<file path="src/bdpa_pkg.sv">
`default_nettype none

package bdpa_pkg;

   localparam int DEFAULT_ADDR_WIDTH = 32;

   localparam int BYTE_WIDTH   = 8;
   localparam int SIZE_WIDTH   = 32;
   localparam int LEN_WIDTH    = 31;
   localparam int WORD_WIDTH   = 64;
   localparam int COUNT_WIDTH  = 5;
   localparam int OUT_ADDR_WIDTH = 32;

   typedef enum logic [2:0] {
      PH_HEADER,
      PH_DIFF,
      PH_EXTRA,
      PH_DONE,
      PH_ERROR,
      PH_HEADER_BAD
   } phase_type;

   typedef enum logic [1:0] {
      STATUS_RUN,
      STATUS_DONE,
      STATUS_CORRUPT
   } status_type;

   typedef enum logic [1:0] {
      WORD_DIFF,
      WORD_EXTRA,
      WORD_SEEK
   } word_sel_type;

endpackage

`default_nettype wire

</file>
<file path="src/binary_delta_patch_applier.sv">
`default_nettype none

// Rebuilds a new file from an old file and a decompressed patch stream, one patch
// byte per word. Each record opens with three 8-byte little-endian sign-magnitude
// control words (diff length, extra length, seek); diff bytes are added to the old
// byte mod 256, extra bytes are copied, and the old position then moves by the seek,
// wrapping at ADDR_WIDTH bits. Every request word must carry the old-file byte at the
// rsp_old_address of the previous response (address 0 after reset). Exactly one
// response word per request word; the block takes one word per cycle, with a single
// registered response stage, so req_ready is low only while a response waits.
// Once status reads complete or corrupt it stays so until reset. Write csr_new_size
// only while no word is in flight.
module binary_delta_patch_applier #(
   parameter int ADDR_WIDTH = bdpa_pkg::DEFAULT_ADDR_WIDTH
) (
   input  wire logic                            clock,
   input  wire logic                            reset,
   input  wire logic                            csr_valid,
   output logic                                 csr_ready,
   input  wire logic [bdpa_pkg::SIZE_WIDTH-1:0] csr_new_size,
   input  wire logic                            req_valid,
   output logic                                 req_ready,
   input  wire logic [bdpa_pkg::BYTE_WIDTH-1:0] req_patch_byte,
   input  wire logic [bdpa_pkg::BYTE_WIDTH-1:0] req_old_byte,
   output logic                                 rsp_valid,
   input  wire logic                            rsp_ready,
   output logic [bdpa_pkg::BYTE_WIDTH-1:0]      rsp_out_byte,
   output logic                                 rsp_out_valid,
   output logic [bdpa_pkg::OUT_ADDR_WIDTH-1:0]  rsp_old_address,
   output logic [1:0]                           rsp_status
);
   import bdpa_pkg::*;

   logic [SIZE_WIDTH-1:0]  new_size_ff;
   phase_type              phase_ff, phase_in;
   logic [COUNT_WIDTH-1:0] count_ff, count_in;
   logic [WORD_WIDTH-1:0]  shift_ff, shift_in;
   logic [LEN_WIDTH-1:0]   diff_ff, diff_in;
   logic [LEN_WIDTH-1:0]   extra_ff, extra_in;
   logic [ADDR_WIDTH-1:0]  seek_ff, seek_in;
   logic [SIZE_WIDTH-1:0]  new_pos_ff, new_pos_in;
   logic [ADDR_WIDTH-1:0]  old_pos_ff, old_pos_in;

   logic                   rsp_valid_ff;
   logic [BYTE_WIDTH-1:0]  out_byte_ff, out_byte_in;
   logic                   out_valid_ff, out_valid_in;
   logic [OUT_ADDR_WIDTH-1:0] old_addr_ff;
   status_type             status_ff, status_in;

   logic                   take;
   logic [WORD_WIDTH-1:0]  word;
   logic [WORD_WIDTH-2:0]  mag;
   logic                   word_bad;
   logic [LEN_WIDTH-1:0]   word_len;
   logic [ADDR_WIDTH-1:0]  mag_addr;
   logic [ADDR_WIDTH-1:0]  seek_val;
   logic [SIZE_WIDTH-1:0]  pos_inc;
   logic                   size_reached;
   logic                   inc_reached;
   logic                   diff_over;
   logic                   extra_over_now;
   logic                   extra_over_inc;
   logic [ADDR_WIDTH-1:0]  old_inc;
   logic [WORD_WIDTH-1:0]  old_wide;
   word_sel_type           word_sel;

   assign csr_ready = 1'b1;
   assign req_ready = !rsp_valid_ff || rsp_ready;
   assign take      = req_valid && req_ready;

   assign word     = {req_patch_byte, shift_ff[WORD_WIDTH-1:BYTE_WIDTH]};
   assign mag      = word[WORD_WIDTH-2:0];
   assign word_bad = (word[WORD_WIDTH-1] && (mag != '0)) || (mag[WORD_WIDTH-2:LEN_WIDTH] != '0);
   assign word_len = word_bad ? '0 : mag[LEN_WIDTH-1:0];
   assign mag_addr = mag[ADDR_WIDTH-1:0];
   assign seek_val = word[WORD_WIDTH-1] ? (~mag_addr + ADDR_WIDTH'(1)) : mag_addr;
   assign word_sel = word_sel_type'(count_ff[COUNT_WIDTH-1:3]);

   assign pos_inc        = new_pos_ff + SIZE_WIDTH'(1);
   assign size_reached   = new_pos_ff >= new_size_ff;
   assign inc_reached    = pos_inc >= new_size_ff;
   assign diff_over      = ({1'b0, new_pos_ff} + {2'b0, diff_ff}) > {1'b0, new_size_ff};
   assign extra_over_now = ({1'b0, new_pos_ff} + {2'b0, extra_ff}) > {1'b0, new_size_ff};
   assign extra_over_inc = ({1'b0, pos_inc} + {2'b0, extra_ff}) > {1'b0, new_size_ff};
   assign old_inc        = old_pos_ff + ADDR_WIDTH'(1);

   always_comb begin : next_state
      phase_in   = phase_ff;
      count_in   = count_ff;
      shift_in   = shift_ff;
      diff_in    = diff_ff;
      extra_in   = extra_ff;
      seek_in    = seek_ff;
      new_pos_in = new_pos_ff;
      old_pos_in = old_pos_ff;
      unique case (phase_ff)
         PH_HEADER, PH_HEADER_BAD: begin
            if (phase_ff == PH_HEADER && count_ff == '0 && size_reached) begin
               phase_in = PH_DONE;
            end else begin
               shift_in = word;
               count_in = count_ff + COUNT_WIDTH'(1);
               if (count_ff[2:0] == 3'b111) begin
                  priority case (word_sel)
                     WORD_DIFF: begin
                        diff_in = word_len;
                        if (word_bad) phase_in = PH_HEADER_BAD;
                     end
                     WORD_EXTRA: begin
                        extra_in = word_len;
                        if (word_bad) phase_in = PH_HEADER_BAD;
                     end
                     default: begin
                        seek_in  = seek_val;
                        count_in = '0;
                        shift_in = '0;
                        priority if (phase_ff == PH_HEADER_BAD || diff_over) begin
                           phase_in = PH_ERROR;
                        end else if (diff_ff != '0) begin
                           phase_in = PH_DIFF;
                        end else if (extra_over_now) begin
                           phase_in = PH_ERROR;
                        end else if (extra_ff != '0) begin
                           phase_in = PH_EXTRA;
                        end else begin
                           old_pos_in = old_pos_ff + seek_val;
                           phase_in   = size_reached ? PH_DONE : PH_HEADER;
                        end
                     end
                  endcase
               end
            end
         end
         PH_DIFF: begin
            new_pos_in = pos_inc;
            old_pos_in = old_inc;
            diff_in    = diff_ff - LEN_WIDTH'(1);
            if (diff_ff == LEN_WIDTH'(1)) begin
               priority if (extra_over_inc) begin
                  phase_in = PH_ERROR;
               end else if (extra_ff != '0) begin
                  phase_in = PH_EXTRA;
               end else begin
                  old_pos_in = old_inc + seek_ff;
                  phase_in   = inc_reached ? PH_DONE : PH_HEADER;
               end
            end
         end
         PH_EXTRA: begin
            new_pos_in = pos_inc;
            extra_in   = extra_ff - LEN_WIDTH'(1);
            if (extra_ff == LEN_WIDTH'(1)) begin
               old_pos_in = old_pos_ff + seek_ff;
               phase_in   = inc_reached ? PH_DONE : PH_HEADER;
            end
         end
         PH_DONE, PH_ERROR: begin
         end
         default: begin
            phase_in = PH_ERROR;
         end
      endcase
   end

   always_comb begin : outputs
      out_byte_in  = '0;
      out_valid_in = 1'b0;
      old_wide     = WORD_WIDTH'(old_pos_in);
      unique case (phase_ff)
         PH_DIFF: begin
            out_byte_in  = req_patch_byte + req_old_byte;
            out_valid_in = 1'b1;
         end
         PH_EXTRA: begin
            out_byte_in  = req_patch_byte;
            out_valid_in = 1'b1;
         end
         default: begin
         end
      endcase
      unique case (phase_in)
         PH_DONE:  status_in = STATUS_DONE;
         PH_ERROR: status_in = STATUS_CORRUPT;
         default:  status_in = STATUS_RUN;
      endcase
   end

   always_ff @(posedge clock) begin
      if (reset) begin
         new_size_ff  <= '0;
         phase_ff     <= PH_HEADER;
         count_ff     <= '0;
         shift_ff     <= '0;
         diff_ff      <= '0;
         extra_ff     <= '0;
         seek_ff      <= '0;
         new_pos_ff   <= '0;
         old_pos_ff   <= '0;
         rsp_valid_ff <= 1'b0;
      end else begin
         if (csr_valid && csr_ready) begin
            new_size_ff <= csr_new_size;
         end
         if (take) begin
            phase_ff     <= phase_in;
            count_ff     <= count_in;
            shift_ff     <= shift_in;
            diff_ff      <= diff_in;
            extra_ff     <= extra_in;
            seek_ff      <= seek_in;
            new_pos_ff   <= new_pos_in;
            old_pos_ff   <= old_pos_in;
            rsp_valid_ff <= 1'b1;
         end else if (rsp_ready) begin
            rsp_valid_ff <= 1'b0;
         end
      end
   end

   always_ff @(posedge clock) begin
      if (take) begin
         out_byte_ff  <= out_byte_in;
         out_valid_ff <= out_valid_in;
         old_addr_ff  <= old_wide[OUT_ADDR_WIDTH-1:0];
         status_ff    <= status_in;
      end
   end

   assign rsp_valid       = rsp_valid_ff;
   assign rsp_out_byte    = out_byte_ff;
   assign rsp_out_valid   = out_valid_ff;
   assign rsp_old_address = old_addr_ff;
   assign rsp_status      = status_ff;

   a_done_sticky: assert property (@(posedge clock) disable iff (reset)
      phase_ff == PH_DONE |=> phase_ff == PH_DONE)
      else $error("complete state left without reset");

   a_error_sticky: assert property (@(posedge clock) disable iff (reset)
      phase_ff == PH_ERROR |=> phase_ff == PH_ERROR)
      else $error("corrupt state left without reset");

   a_count_in_header: assert property (@(posedge clock) disable iff (reset)
      count_ff != '0 |-> (phase_ff == PH_HEADER || phase_ff == PH_HEADER_BAD))
      else $error("control byte count nonzero outside header");

   a_old_pos_hold: assert property (@(posedge clock) disable iff (reset)
      !take |=> $stable(old_pos_ff))
      else $error("old position moved without a request word");

endmodule

`default_nettype wire

</file>
<file path="config.mk">
export PLATFORM = sky130hd
export DESIGN_NAME = binary_delta_patch_applier
export DESIGN_NICKNAME = d
export VERILOG_FILES = /design/src/bdpa_pkg.sv /design/src/binary_delta_patch_applier.sv
export SDC_FILE = /design/constraint.sdc
export NUM_CORES = 2
export LEC_CHECK = 0
export BUFFER_PORTS_ARGS = -buffer_cell sky130_fd_sc_hd__buf_4
export CELL_PAD_IN_SITES_DETAIL_PLACEMENT = 0
export CELL_PAD_IN_SITES_GLOBAL_PLACEMENT = 1
export CORE_MARGIN = 2
export CORE_UTILIZATION = 35
export CTS_CLUSTER_SIZE = 12
export DETAILED_ROUTE_END_ITERATION = 10
export GPL_TIMING_DRIVEN = 0
export MAX_ROUTING_LAYER = met4
export PLACE_DENSITY_LB_ADDON = 0.25
export SETUP_SLACK_MARGIN = 0.2
export SYNTH_ARGS = -nofsm -noshare
export SYNTH_HDL_FRONTEND = slang
export SYNTH_SLANG_ARGS = --single-unit
</file>
<file path="constraint.sdc">
create_clock -name clock -period 11.8 [get_ports clock]
set_input_delay 1.77 -clock clock [delete_from_list [all_inputs] [get_ports clock]]
set_output_delay 1.77 -clock clock [all_outputs]
set_load 0.05 [all_outputs]
</file>
# == Word-level counts from Yosys, hierarchy flattened ==
# Cells that the tools add are included.
# classes
add_sub_neg,13
mul,0
div_mod_pow,0
magnitude_cmp,5
n_eq_ne,15
shift,0
muxes,46
bitwise,3
reduce_logical,27
# op_table
operator,count
two-way mux 32 bit,12
two-way mux 31 bit,7
two-way mux 64 bit,2
case mux 31 bit (2 select lines),2
adder 32 x 31 -> 33 bit,3
> comparator 33 x 32 -> 1 bit,3
"adder 32 x 1 -> 32 bit, second input constant",3
adder 32 bit,3
case mux 32 bit (3 select lines),1
>= comparator 32 bit,2
nonzero test 63 bit,1
"== test 31 x 1 -> 1 bit, second input constant",2
nonzero test 31 bit,2
"subtractor 31 x 1 -> 31 bit, second input constant",2
inverter 32 bit,1
nonzero test 32 bit,1
two-way mux 3 bit,10
case mux 8 bit (2 select lines),1
AND reduction 5 bit,3
"== test 3 bit, second input constant",4
case mux 3 bit (4 select lines),1
two-way mux 5 bit,2
"== test 3 x 2 -> 1 bit, second input constant",3
adder 8 bit,1
18 further kinds,37
# word_totals
register_bits,306
latch_bits,0
mem_bits_rw,0
romBits,0
inputBits,53
wordCells,123
mem_count,0

# == Longest topological paths before layout ==
# depth
depth_word,12
mapped_depth,33
depth_no_buf,31

# == Worst setup path after synthesis ==
# Ideal clock, no wire load.
# synth_timing
kind,register -> register
from,register new_pos_ff[1]
to,"register old_addr_ff[5], in the netlist rsp_old_address[5], data pin"
setup_time_ns,0.262
t_arrival_ns,6.256
required_time_ns,11.538
setup_slack_ns,5.282
path_stages_with_launch,29
path_buffers,0
synth_period_minus_slack_ns,6.518
cell_sequence,dfxtp_1 -> ha_1 -> nand3_1 -> nor2_1 -> and3_1 -> nand4_1 -> nor3_1 -> nand3_1 -> nor2_1 -> xor2_1 -> ha_1 -> a21o_1 -> a21oi_1 -> nand2_1 -> a21o_1 -> a21oi_1 -> xnor2_1 -> ha_1 -> a211oi_1 -> nand2_1 -> nor3_1 -> o211a_1 -> a21oi_1 -> nor4_4 -> mux2_2 -> a221oi_1 -> o21ai_1 -> a21oi_1 -> a21oi_1
# synth_lines
element,line,source
"start, declared",binary_delta_patch_applier.sv:41,"logic [SIZE_WIDTH-1:0] new_pos_ff, new_pos_in;"
"start signal, assigned",binary_delta_patch_applier.sv:211,new_pos_ff <= new_pos_in;
adder 32 x 1 -> 32 bit,binary_delta_patch_applier.sv:79,assign pos_inc = new_pos_ff + SIZE_WIDTH'(1);
via pos_inc[26],binary_delta_patch_applier.sv:57,logic [SIZE_WIDTH-1:0] pos_inc;
adder 32 x 31 -> 33 bit,binary_delta_patch_applier.sv:84,"assign extra_over_inc = ({1'b0, pos_inc} + {2'b0, extra_ff}) > {1'b0, new_size_ff};"
> comparator 33 x 32 -> 1 bit,binary_delta_patch_applier.sv:84,
two-way mux 32 bit,binary_delta_patch_applier.sv:139,priority if (extra_over_inc) begin
two-way mux 32 bit,binary_delta_patch_applier.sv:138,if (diff_ff == LEN_WIDTH'(1)) begin
case mux 32 bit (3 select lines),binary_delta_patch_applier.sv:96,unique case (phase_ff)
via old_pos_in[5],binary_delta_patch_applier.sv:42,"logic [ADDR_WIDTH-1:0] old_pos_ff, old_pos_in;"
"end signal, assigned",binary_delta_patch_applier.sv:224,old_addr_ff <= old_wide[OUT_ADDR_WIDTH-1:0];
"end, declared",binary_delta_patch_applier.sv:47,logic [OUT_ADDR_WIDTH-1:0] old_addr_ff;
# The timed path passes the listed nets, and every way through them passes these cells.
# A chain may end at the register's enable or synchronous reset.

# == Final worst setup path ==
# layout_timing
from,register new_pos_ff[2]
to,"register old_addr_ff[2], in the netlist rsp_old_address[2], data pin"
# layout_between
elab_chain_cells,9
# layout_lines
element,line
branches (longest 8 deep; another with adder 32 x 31 -> 33 bit),n/a
case mux 32 bit (3 select lines) *,binary_delta_patch_applier.sv:96
via old_pos_in[2],binary_delta_patch_applier.sv:42
# Mark *: on every way through the listed nets, which the timed path passes.

==> results.cfg <==
[detailed_routing]
wl_per_cell_um = 23.28
drt-pass1-iter-count = 5
route.detailed.drc = 0
routed.top_layer = met4
vias = 28256
finalWirelength_mm = 114.1
ant_nets = 0
drt_iter0_drc = 2872
via_per_inst = 5.767
met3WireLength_mm = 9.693
dr_wl_met2_mm = 46.10
drt-met1-wl_mm = 54.80

[yosys]
synthArstFlopShare = 0
synth.avg_cell_area_um2 = 7.828
yosys.cell_types.count = 97
yosysSeqAreaShare = 0.2229
synth.area.top_cells = dfxtp_1, ha_1, a21oi_1, xnor2_1, nand2_1
synth_seq_cells = 298
yosysTopAreaCellShare = 0.1779
syn_nets = 4095
synth_edf_count = 43
syn_area_mm2 = 0.02869
ys_warn_count = 0
syn-instance-count = 3665
synth_top_flop_cell = dfxtp_1
synth_top_area_cell = dfxtp_1

[place]
dp_slack_ns = 2.627
routabilityCongestion = 0.9681
dpl.hpwl_mm = 90.10
portBuffers = 95

[pwr]
swShare = 0.3585
power.share.sequential = 0.356
max-vdd-ir-drop_v = 0.00008891
p_per_area_mw_per_mm2 = 97.92
p_clk_frac = 0.405
p_sw_mw = 1.126
power.total_mw = 3.141
combPwrFrac = 0.239
p_int_mw = 2.015
p_leak_nw = 14.32

[sta]
rsz0062_at_grt = false
worst_clock_skew_ns = 0.02233
postLayoutSetupSlackWorst_ns = 2.266
finalCritPeriodShare = 0.8080
setup_violations = 0
setup_tns_ns = 0
hold_viol = 0
max_clock_freq_mhz = 104.9
relSlewSlack = 0.02861
worst_pin_slew_ns = 1.444
finalMaxSlewViolations = 0
period_needed_ns = 9.535

[critical_path]
cpLargestDelayFamily = compound AO/OA/AOI/OAI gates
cp-startpoint = new_pos_ff[2]$_SDFFE_PP0P_
crit_buf_inv = 1
worstSetupEndpointType = flop
worst_setup_path_start_kind = flop
crit_top_cell = a21o_1
required_ns = 12.21
worstSetupPathType = reg -> reg
slowest_delay_ns = 1.17
path_max_fanout = 8
worstPathArrival_ns = 9.95
rr_startpoint = new_pos_ff[2]$_SDFFE_PP0P_
crit_slowest_cell = a2111oi_2

[clock_tree]
numClockSinks = 298
cts_resized = 0
cts_buffers = 42
post_cts_buffers = 0
cts_tree = done
cts-root-buf = clkbuf_16
clockBufferDepth = 3
clk_pin_slew_ns = 0.06
clk_latency_ns = 0.61
hold_buffers = 0
htree_levels = 2

[hold_path]
hp-class = reg -> reg
min_from = shift_ff[53]$_SDFFE_PP0P_

[die]
die_width_um = 290.3
core_area_mm2 = 0.08081
start_util = 0.3550
ios = 99
dieArea_mm2 = 0.08428
core.rowCount = 104
die_h_um = 290.3

[grt]
grt_max_degree = 53
grt_first_pass_wirelength_mm = 168.6
grt_util_all_layers = 0.2701
gr-total-overflow = 0
antenna_found_initial = 5
grt_pass1_vias = 25858

[run]
maxCapViolCount = 0

[finish]
final_common_cell = a21oi_1
post-route-util = 0.3970
syn_to_final_growth_pct = 11.81
layout-drive-gt1-share = 0.06800
num-nets-final = 4234
layout_common_cells = a21oi_1, ha_1, nand2_1, nor2_1, dfxtp_1

[status]
outcome = completed
==> cells by family after synthesis <==
logic type | synth area share
and+or+nand+nor | 0.1991
DFF | 0.2229
other | 0.0001307
AOI/OAI and AO/OA | 0.2558
buffers and inverters | 0.03873
xor gates and xnor gates | 0.08639
muxes | 0.03061
adders and majority gates | 0.1662
==> path summary, 6_finish.rpt <==
| kind | to | slack, ns | depth (start not counted) |
|---|---|---|---|
| hold reg to reg | shift_ff[53]$_SDFFE_PP0P_ | 0.47 | 2 |
| setup reg to reg | rsp_old_address[2]$_DFFE_PP_ | 2.27 | 27 |
| hold / removal | shift_ff[53]$_SDFFE_PP0P_ | 0.47 | 2 |
| setup / recovery | rsp_old_address[2]$_DFFE_PP_ | 2.27 | 27 |
==> power groups by stage <==
| stage | Combinational (mW) | Sequential, mW | Clock, mW |
|---|---|---|---|
| 2_1_floorplan | 0.420 | 1.17 | 0 |
| 3_3_place_gp | 0.726 | 1.14 | 0 |
| 3_5_place_dp | 0.724 | 1.14 | 0 |
| 4_1_cts | 0.729 | 1.12 | 1.29 |
| 5_1_grt | 0.803 | 1.12 | 1.34 |
| 6_report | 0.751 | 1.12 | 1.27 |
==> stage by stage <==
stage                     std cells  instance area (um2)  hold WS (ns)
after CTS                      4898                32070        0.4684
after global routing           4900                32080        0.4865
after detailed placement       4820                30750        0.4609
final                          4900                32080        0.4715
after global placement         4820                30730        0.4579
after floorplan                3665                28690        0.4448
==> final cells by class <==
cell class	count	area (um2)
Inverter	129	484.2
Clock inverter	31	244.0
Timing Repair Buffer	95	713.2
Buffer	158	630.6
Multi-Input combinational cell	3080	21200
Clock buffer	47	1080
Antenna cell	2	5.005
Sequential cell	298	6396
Tap cell	1060	1326
Fill cell	8453	48730
==> tightest hold or removal path: stages, from the launching register on <==
cell,delay [ns]
dfxtp_1,0.32
nand2_1,0.05
a21oi_1,0.05
==> cell usage after synthesis (43+ instances only) <==
| cell type | count |
|---|---|
| nor2_1 | 317 |
| ha_1 | 370 |
| xor2_1 | 99 |
| a21o_1 | 143 |
| dfxtp_1 | 255 |
| nor3_1 | 84 |
| clkbuf_1 | 132 |
| nand4_1 | 56 |
| xnor2_1 | 184 |
| edfxtp_1 | 43 |
| mux2i_1 | 81 |
| inv_1 | 127 |
| nand3_1 | 89 |
| a21oi_1 | 375 |
| or3_1 | 45 |
| a211oi_1 | 45 |
| nand2_1 | 360 |
| o21ai_0 | 221 |
==> state kept, by name, indices dropped and copies added (netlist names) <==
signal	flops
rsp_old_address	32
rsp_status	2
new_pos_ff	32
count_ff	5
extra_ff	31
rsp_valid	1
new_size_ff	32
old_pos_ff	32
seek_ff	32
rsp_out_valid	1
phase_ff	3
rsp_out_byte	8
shift_ff	56
diff_ff	31
==> per-layer routing <==
layer / up-vias / GRT usage
met4: 0 / 0.07749
met5: - / -
met1: 13253 / 0.3803
li1: 13780 / -
met3: 163 / 0.06470
met2: 1060 / 0.3790
No activity file was read; power rests on OpenSTA's default activity.
